===== src/hdl/projection_surface_power_defines.svh =====
// Assertion macros shared by the projection and surface power RTL.
// Included by modules that carry concurrent checks; needs no other file.
`ifndef PROJECTION_SURFACE_POWER_DEFINES_SVH
`define PROJECTION_SURFACE_POWER_DEFINES_SVH

`ifndef SYNTHESIS
`define PSP_ASSERT(lbl, clk, rstn, prop, msg) \
    lbl: assert property (@(posedge clk) disable iff (!rstn) prop) else $error(msg);
`define PSP_ASSERT_NEVER(lbl, clk, rstn, cond, msg) \
    lbl: assert property (@(posedge clk) disable iff (!rstn) !(cond)) else $error(msg);
`else
`define PSP_ASSERT(lbl, clk, rstn, prop, msg)
`define PSP_ASSERT_NEVER(lbl, clk, rstn, cond, msg)
`endif

`endif


===== src/hdl/psp_pkg.sv =====
// Package for the projection and surface power block: payload types, widths,
// register indexes and pipeline stage records. No dependencies.
`timescale 1ns / 1ps
`default_nettype none

package psp_pkg;

    localparam int POS_W      = 32;
    localparam int NORM_W     = 16;
    localparam int PROJ_W     = 48;
    localparam int POWER_W    = 32;
    localparam int KR_W       = 20;
    localparam int ROW_W      = 3 * KR_W;
    localparam int CFG_IDX_W  = 3;
    localparam int CFG_DATA_W = ROW_W;
    localparam int TERM_W     = 59;
    localparam int NUM_W      = 108;
    localparam int DEN_W      = 143;
    localparam int MAG_N_W    = NUM_W - 1;
    localparam int MAG_D_W    = DEN_W - 1;
    localparam int DIV_W      = DEN_W;
    localparam int Q_W        = 32;
    localparam int DIV_STAGES = Q_W;

    localparam logic signed [POWER_W-1:0] POWER_MAX = {1'b0, {(POWER_W-1){1'b1}}};
    localparam logic signed [POWER_W-1:0] POWER_MIN = {1'b1, {(POWER_W-1){1'b0}}};

    typedef enum logic [CFG_IDX_W-1:0] {
        CFG_KR_ROW0  = 3'd0,
        CFG_KR_ROW1  = 3'd1,
        CFG_KR_ROW2  = 3'd2,
        CFG_OFFSET_U = 3'd3,
        CFG_OFFSET_V = 3'd4,
        CFG_OFFSET_W = 3'd5
    } psp_cfg_idx_t;

    typedef struct packed {
        logic signed [POS_W-1:0]  pos_x;
        logic signed [POS_W-1:0]  pos_y;
        logic signed [POS_W-1:0]  pos_z;
        logic signed [NORM_W-1:0] norm_x;
        logic signed [NORM_W-1:0] norm_y;
        logic signed [NORM_W-1:0] norm_z;
    } psp_in_t;

    typedef struct packed {
        logic signed [PROJ_W-1:0]  proj_u;
        logic signed [PROJ_W-1:0]  proj_v;
        logic signed [PROJ_W-1:0]  proj_w;
        logic signed [POWER_W-1:0] power_val;
        logic                      depth_zero;
        logic                      power_saturated;
    } psp_out_t;

    typedef struct packed {
        logic [ROW_W-1:0]         kr_row0;
        logic [ROW_W-1:0]         kr_row1;
        logic [ROW_W-1:0]         kr_row2;
        logic signed [PROJ_W-1:0] offset_u;
        logic signed [PROJ_W-1:0] offset_v;
        logic signed [PROJ_W-1:0] offset_w;
    } psp_cfg_t;

    typedef struct packed {
        logic signed [PROJ_W-1:0] u;
        logic signed [PROJ_W-1:0] v;
        logic signed [PROJ_W-1:0] w;
    } psp_proj_t;

    typedef struct packed {
        logic                     valid;
        psp_proj_t                proj;
        logic signed [TERM_W-1:0] ta;
        logic signed [TERM_W-1:0] tb;
        logic signed [TERM_W-1:0] tc;
    } psp_terms_t;

    typedef struct packed {
        logic             valid;
        psp_proj_t        proj;
        logic             zero;
        logic             negres;
        logic             big;
        logic [DIV_W-1:0] rem;
        logic [DIV_W-1:0] dvs;
        logic [Q_W-1:0]   quo;
    } psp_div_t;

endpackage

`default_nettype wire


===== src/hdl/psp_cfg.sv =====
// Configuration registers: matrix rows and offset, written by index.
// Depends on psp_pkg.
`timescale 1ns / 1ps
`default_nettype none

module psp_cfg import psp_pkg::*; (
    input  logic                  aclk,
    input  logic                  aresetn,
    input  logic                  cfg_we,
    input  logic [CFG_IDX_W-1:0]  cfg_addr,
    input  logic [CFG_DATA_W-1:0] cfg_wdata,
    output psp_cfg_t              cfg
);

    psp_cfg_t cfg_reg;
    psp_cfg_t cfg_next;

    always_comb begin
        cfg_next = cfg_reg;
        if (cfg_we) begin
            unique case (psp_cfg_idx_t'(cfg_addr))
                CFG_KR_ROW0:  cfg_next.kr_row0  = cfg_wdata[ROW_W-1:0];
                CFG_KR_ROW1:  cfg_next.kr_row1  = cfg_wdata[ROW_W-1:0];
                CFG_KR_ROW2:  cfg_next.kr_row2  = cfg_wdata[ROW_W-1:0];
                CFG_OFFSET_U: cfg_next.offset_u = $signed(cfg_wdata[PROJ_W-1:0]);
                CFG_OFFSET_V: cfg_next.offset_v = $signed(cfg_wdata[PROJ_W-1:0]);
                CFG_OFFSET_W: cfg_next.offset_w = $signed(cfg_wdata[PROJ_W-1:0]);
                default:      cfg_next = cfg_reg;
            endcase
        end
    end

    always_ff @(posedge aclk) begin
        if (!aresetn) begin
            cfg_reg <= '0;
        end else begin
            cfg_reg <= cfg_next;
        end
    end

    assign cfg = cfg_reg;

endmodule

`default_nettype wire


===== config.mk =====
export PLATFORM = sky130hd
export DESIGN_NAME = psp_cfg
export DESIGN_NICKNAME = d
export VERILOG_FILES = /design/src/hdl/projection_surface_power_defines.svh /design/src/hdl/psp_pkg.sv /design/src/hdl/psp_cfg.sv
export SDC_FILE = /design/constraint.sdc
export NUM_CORES = 1
export LEC_CHECK = 0
export BUFFER_PORTS_ARGS = -buffer_cell sky130_fd_sc_hd__buf_2
export CAP_MARGIN = 20
export CORE_MARGIN = 2
export CORE_UTILIZATION = 50
export CTS_CLUSTER_SIZE = 20
export DETAILED_ROUTE_END_ITERATION = 10
export GPL_ROUTABILITY_DRIVEN = 0
export GPL_TIMING_DRIVEN = 0
export PLACE_DENSITY = 0.85
export SLEW_MARGIN = 10
export SYNTH_ARGS = -nofsm -noshare
export SYNTH_HDL_FRONTEND = slang
export SYNTH_SLANG_ARGS = --single-unit

===== constraint.sdc =====
create_clock -name aclk -period 1.3 [get_ports aclk]
set_input_delay 0.13 -clock aclk [delete_from_list [all_inputs] [get_ports aclk]]
set_output_delay 0.13 -clock aclk [all_outputs]
set_load 0.005 [all_outputs]

==> metrics.log <==
[metrics] vias per cell: 5.212
[metrics] instance area after placement: 13910 um2
[metrics] vias post-DR: 9725
[metrics] crit path kind: in -> reg
[metrics] largest net degree at the start of global routing: 14
[metrics] Highest Signal Layer: met4
[metrics] remaining global-route overflow: 0
[metrics] number of cells produced by synthesis: 1118
[metrics] Yosys top cell area share: 55.84%
[metrics] power density over the cells: 1419 nW/um2
[metrics] aggregate routed wire length: 35.88 mm
[metrics] post-layout min period: 1.259 ns
[metrics] number of buffer cells added on primary ports: 388
[metrics] antenna violations before repair: 0
[metrics] Worst Clk Skew: 0 ns
[metrics] starting density of the core: 51.15%
[metrics] total leakage power: 8.504 nW
[metrics] setup repair after global routing missed its margin: no
[metrics] global-route total usage across every layer: 28.49%
[metrics] average cell area after synthesis: 10.39 um2
[metrics] Post-CTS Setup Repair Bufs: 0
[metrics] met1 WL: 14.47 mm
[metrics] Sinks on Clock Net: 324
[metrics] critical path endpoint: cfg[197]
[metrics] most common flop cell mapped by yosys: sky130_fd_sc_hd__dfxtp_1
[metrics] IO Count: 390
[metrics] Slew Limit Fails: 0
[metrics] status: completed
[metrics] total standard cell area after synthesis: 11620 um2
[metrics] die outline area: 24470 um2
[metrics] signed area change from the synthesized netlist to the final layout: 30.88%
[metrics] remaining routing DRC violations: 0
[metrics] crit path buf inv count: 3
[metrics] fraction of registers with async set/reset: 0%
[metrics] clk slew on worst S/H paths: 0.07 ns
[metrics] Slew @ Worst Pin: 0.7169 ns
[metrics] per-cell routed wire length: 19.23 um
[metrics] Max Fanout on Critical Path: 10
[metrics] capturing element type of the critical path: register
[metrics] floorplan die width: 156.4 um
[metrics] signal arrival time at the worst endpoint: 1.67 ns
[metrics] global-route wire length before repair: 54.50 mm
[metrics] Top delay family on crit path: buffers and inverters
[metrics] cell with the most instances after synthesis: sky130_fd_sc_hd__nand2_1
[metrics] EDFF count, synth: 0
[metrics] Slew HR: 52.21%
[metrics] depth of the worst register-to-register path: 2
[metrics] path type of the worst min-delay path: in -> reg
[metrics] number of CTS-inserted buffers: 35
[metrics] initial detailed-routing violation count: 520
[metrics] number of placement rows: 55
[metrics] CTS tree: built
[metrics] clock latency on the worst-skew pair: 0.50 ns
[metrics] total negative slack for setup checks: 0 ns
[metrics] number of flip-flops in the largest register: 324
[metrics] Critical R2R Launch: cfg[197]
[metrics] count of H-tree levels built during CTS: 2
[metrics] biggest area contributors in the synthesized netlist: sky130_fd_sc_hd__dfxtp_1 56%, sky130_fd_sc_hd__mux2i_1 28%, sky130_fd_sc_hd__nand2_1 12%, sky130_fd_sc_hd__buf_2 1.2%, sky130_fd_sc_hd__clkbuf_1 1.0%
[metrics] leading post-synthesis cells by instance count: 384 x sky130_fd_sc_hd__nand2_1, 324 x sky130_fd_sc_hd__dfxtp_1, 324 x sky130_fd_sc_hd__mux2i_1
[metrics] startpoint kind of the worst setup timing path: primary input
[metrics] list of cells traversed by the critical path: buf_2 > nand4bb_1 > clkbuf_1 > buf_2 > mux2i_1
[metrics] maximum clock path buffer count: 3
[metrics] most frequent cell on the critical path: sky130_fd_sc_hd__buf_2
[metrics] Synth Net Count: 1184
[metrics] register bit count reported by yosys: 324
[metrics] CTS Root Cell: sky130_fd_sc_hd__clkbuf_16
[metrics] share of cells above drive strength 1: 30.55%
[metrics] critical register-to-register path endpoint: cfg[197]
[metrics] vias in the first global route: 9858
[metrics] sum of net half-perimeters after detailed placement: 25.80 mm
[metrics] number of antenna repair diodes: 0
[metrics] count of nets left with antenna violations after detail routing: 0
[metrics] part of the cycle the worst path needs: 96.82%
[metrics] wire length on met3: 2.234 mm
[metrics] maxcap violations: 0
[metrics] total setup violations reported at the end of the flow: 0
[metrics] final core area utilization: 66.95%
[metrics] Floorplan Core Area: 22710 um2
[metrics] number of synthesis warnings: 0
[metrics] Cells on Worst Hold Path: 3
[metrics] post-layout power: 21.58 mW
[metrics] sequential-to-total area share from yosys stat: 55.84%
[metrics] vertical extent of the die: 156.4 um
[metrics] Worst Setup SP: cfg_addr[0]
[metrics] CP Depth: 5
[metrics] number of distinct library cell variants in the gate-level netlist after synthesis: 10
[metrics] longest individual stage delay on the worst path: 0.52 ns
[metrics] worst ir drop on vdd: 1110 uV
[metrics] cell taking the most area after synthesis: sky130_fd_sc_hd__dfxtp_1
[metrics] number of nets in the layout: 1622
[metrics] worst reg2reg setup slack: 0.54 ns
[metrics] CP required: 1.71 ns
[metrics] final hold vios: 0
[metrics] post-route design area: 15200 um2
[metrics] length of routed met2 wiring: 17.56 mm
[metrics] slowest cell on the critical path: sky130_fd_sc_hd__clkbuf_1
[metrics] 1st-pass router iterations: 5
[metrics] Max Clock Freq: 794.5 MHz
==> where the power goes <==
| group | leakage, nW | switching, mW | total (mW) | internal (mW) |
|---|---|---|---|---|
| Combinational | 5.31 | 0.835 | 1.35 | 0.514 |
| Sequential | 2.62 | 0.115 | 10.3 | 10.1 |
| Clock | 0.573 | 3.95 | 9.96 | 6.02 |
==> metal layers <==
| layer | track usage (%) | up-vias |
|---|---|---|
| li1 | - | 4578 |
| met1 | 33.76 | 4678 |
| met2 | 49.55 | 365 |
| met3 | 6.037 | 104 |
| met4 | 12.98 | 0 |
| met5 | 0 | - |
==> cells by family after synthesis <==
family        synth area share [%]
simple gates                 12.93
mux                          27.92
flops                        55.84
buf+inv                      3.318
==> cells in the final DEF, fill, tap and decap left out <==
| master | synthesis | layout |
|---|---|---|
| sky130_fd_sc_hd__nand4b_1 | 2 | 2 |
| sky130_fd_sc_hd__bufinv_16 | 0 | 2 |
| sky130_fd_sc_hd__clkbuf_8 | 0 | 7 |
| sky130_fd_sc_hd__dfxtp_1 | 324 | 324 |
| sky130_fd_sc_hd__clkbuf_16 | 0 | 37 |
| sky130_fd_sc_hd__nand4bb_1 | 3 | 3 |
| sky130_fd_sc_hd__dlygate4sd3_1 | 0 | 13 |
| sky130_fd_sc_hd__inv_6 | 0 | 1 |
| sky130_fd_sc_hd__nand2_1 | 384 | 384 |
| sky130_fd_sc_hd__clkinv_2 | 0 | 5 |
| sky130_fd_sc_hd__nor4b_1 | 1 | 1 |
| sky130_fd_sc_hd__buf_4 | 13 | 13 |
| sky130_fd_sc_hd__buf_1 | 7 | 7 |
| sky130_fd_sc_hd__buf_2 | 29 | 417 |
| sky130_fd_sc_hd__clkbuf_1 | 31 | 40 |
| sky130_fd_sc_hd__mux2i_1 | 324 | 324 |
| sky130_fd_sc_hd__clkinv_4 | 0 | 1 |
==> layout make-up <==
cell class              count  area (um2)
repair buffers            401        2072
well taps                 285       356.6
clock buffers              53        1056
plain buffers              80       385.4
clock inverters             9       102.6
fillers                  1728        7506
multi-input cells         714        4745
flip-flops and latches    324        6486
==> per-stage QoR <==
step	hold WS, ns	setup WS (ns)	cells
3_3_place_gp	0.4291	-0.3365	1791
5_1_grt	0.05029	0.02198	1866
2_1_floorplan	0.3127	0.2995	1118
6_report	0.02256	0.04139	1866
4_1_cts	0.008453	0.09514	1866
3_5_place_dp	0.4416	-0.3876	1791
==> worst min path at each step <==
stage                        from        to
floorplan           cfg_wdata[48]  cfg[192]
CTS                 cfg_wdata[29]  cfg[173]
global placement    cfg_wdata[51]  cfg[195]
global route        cfg_wdata[29]  cfg[173]
finish              cfg_wdata[29]  cfg[173]
detailed placement  cfg_wdata[51]  cfg[195]
==> worst register-to-register path: stages (launching register included) <==
cell and delay [ns]:
sky130_fd_sc_hd__dfxtp_1 0.37, sky130_fd_sc_hd__nand2_1 0.07, sky130_fd_sc_hd__mux2i_1 0.23
==> what timing repair did <==
item | in CTS | in global routing
gates resized for setup | 0 | 0
hold buffers | 13 | 0
hold endpoints to repair | 38 | 0
(Power assumes the default switching activity.)
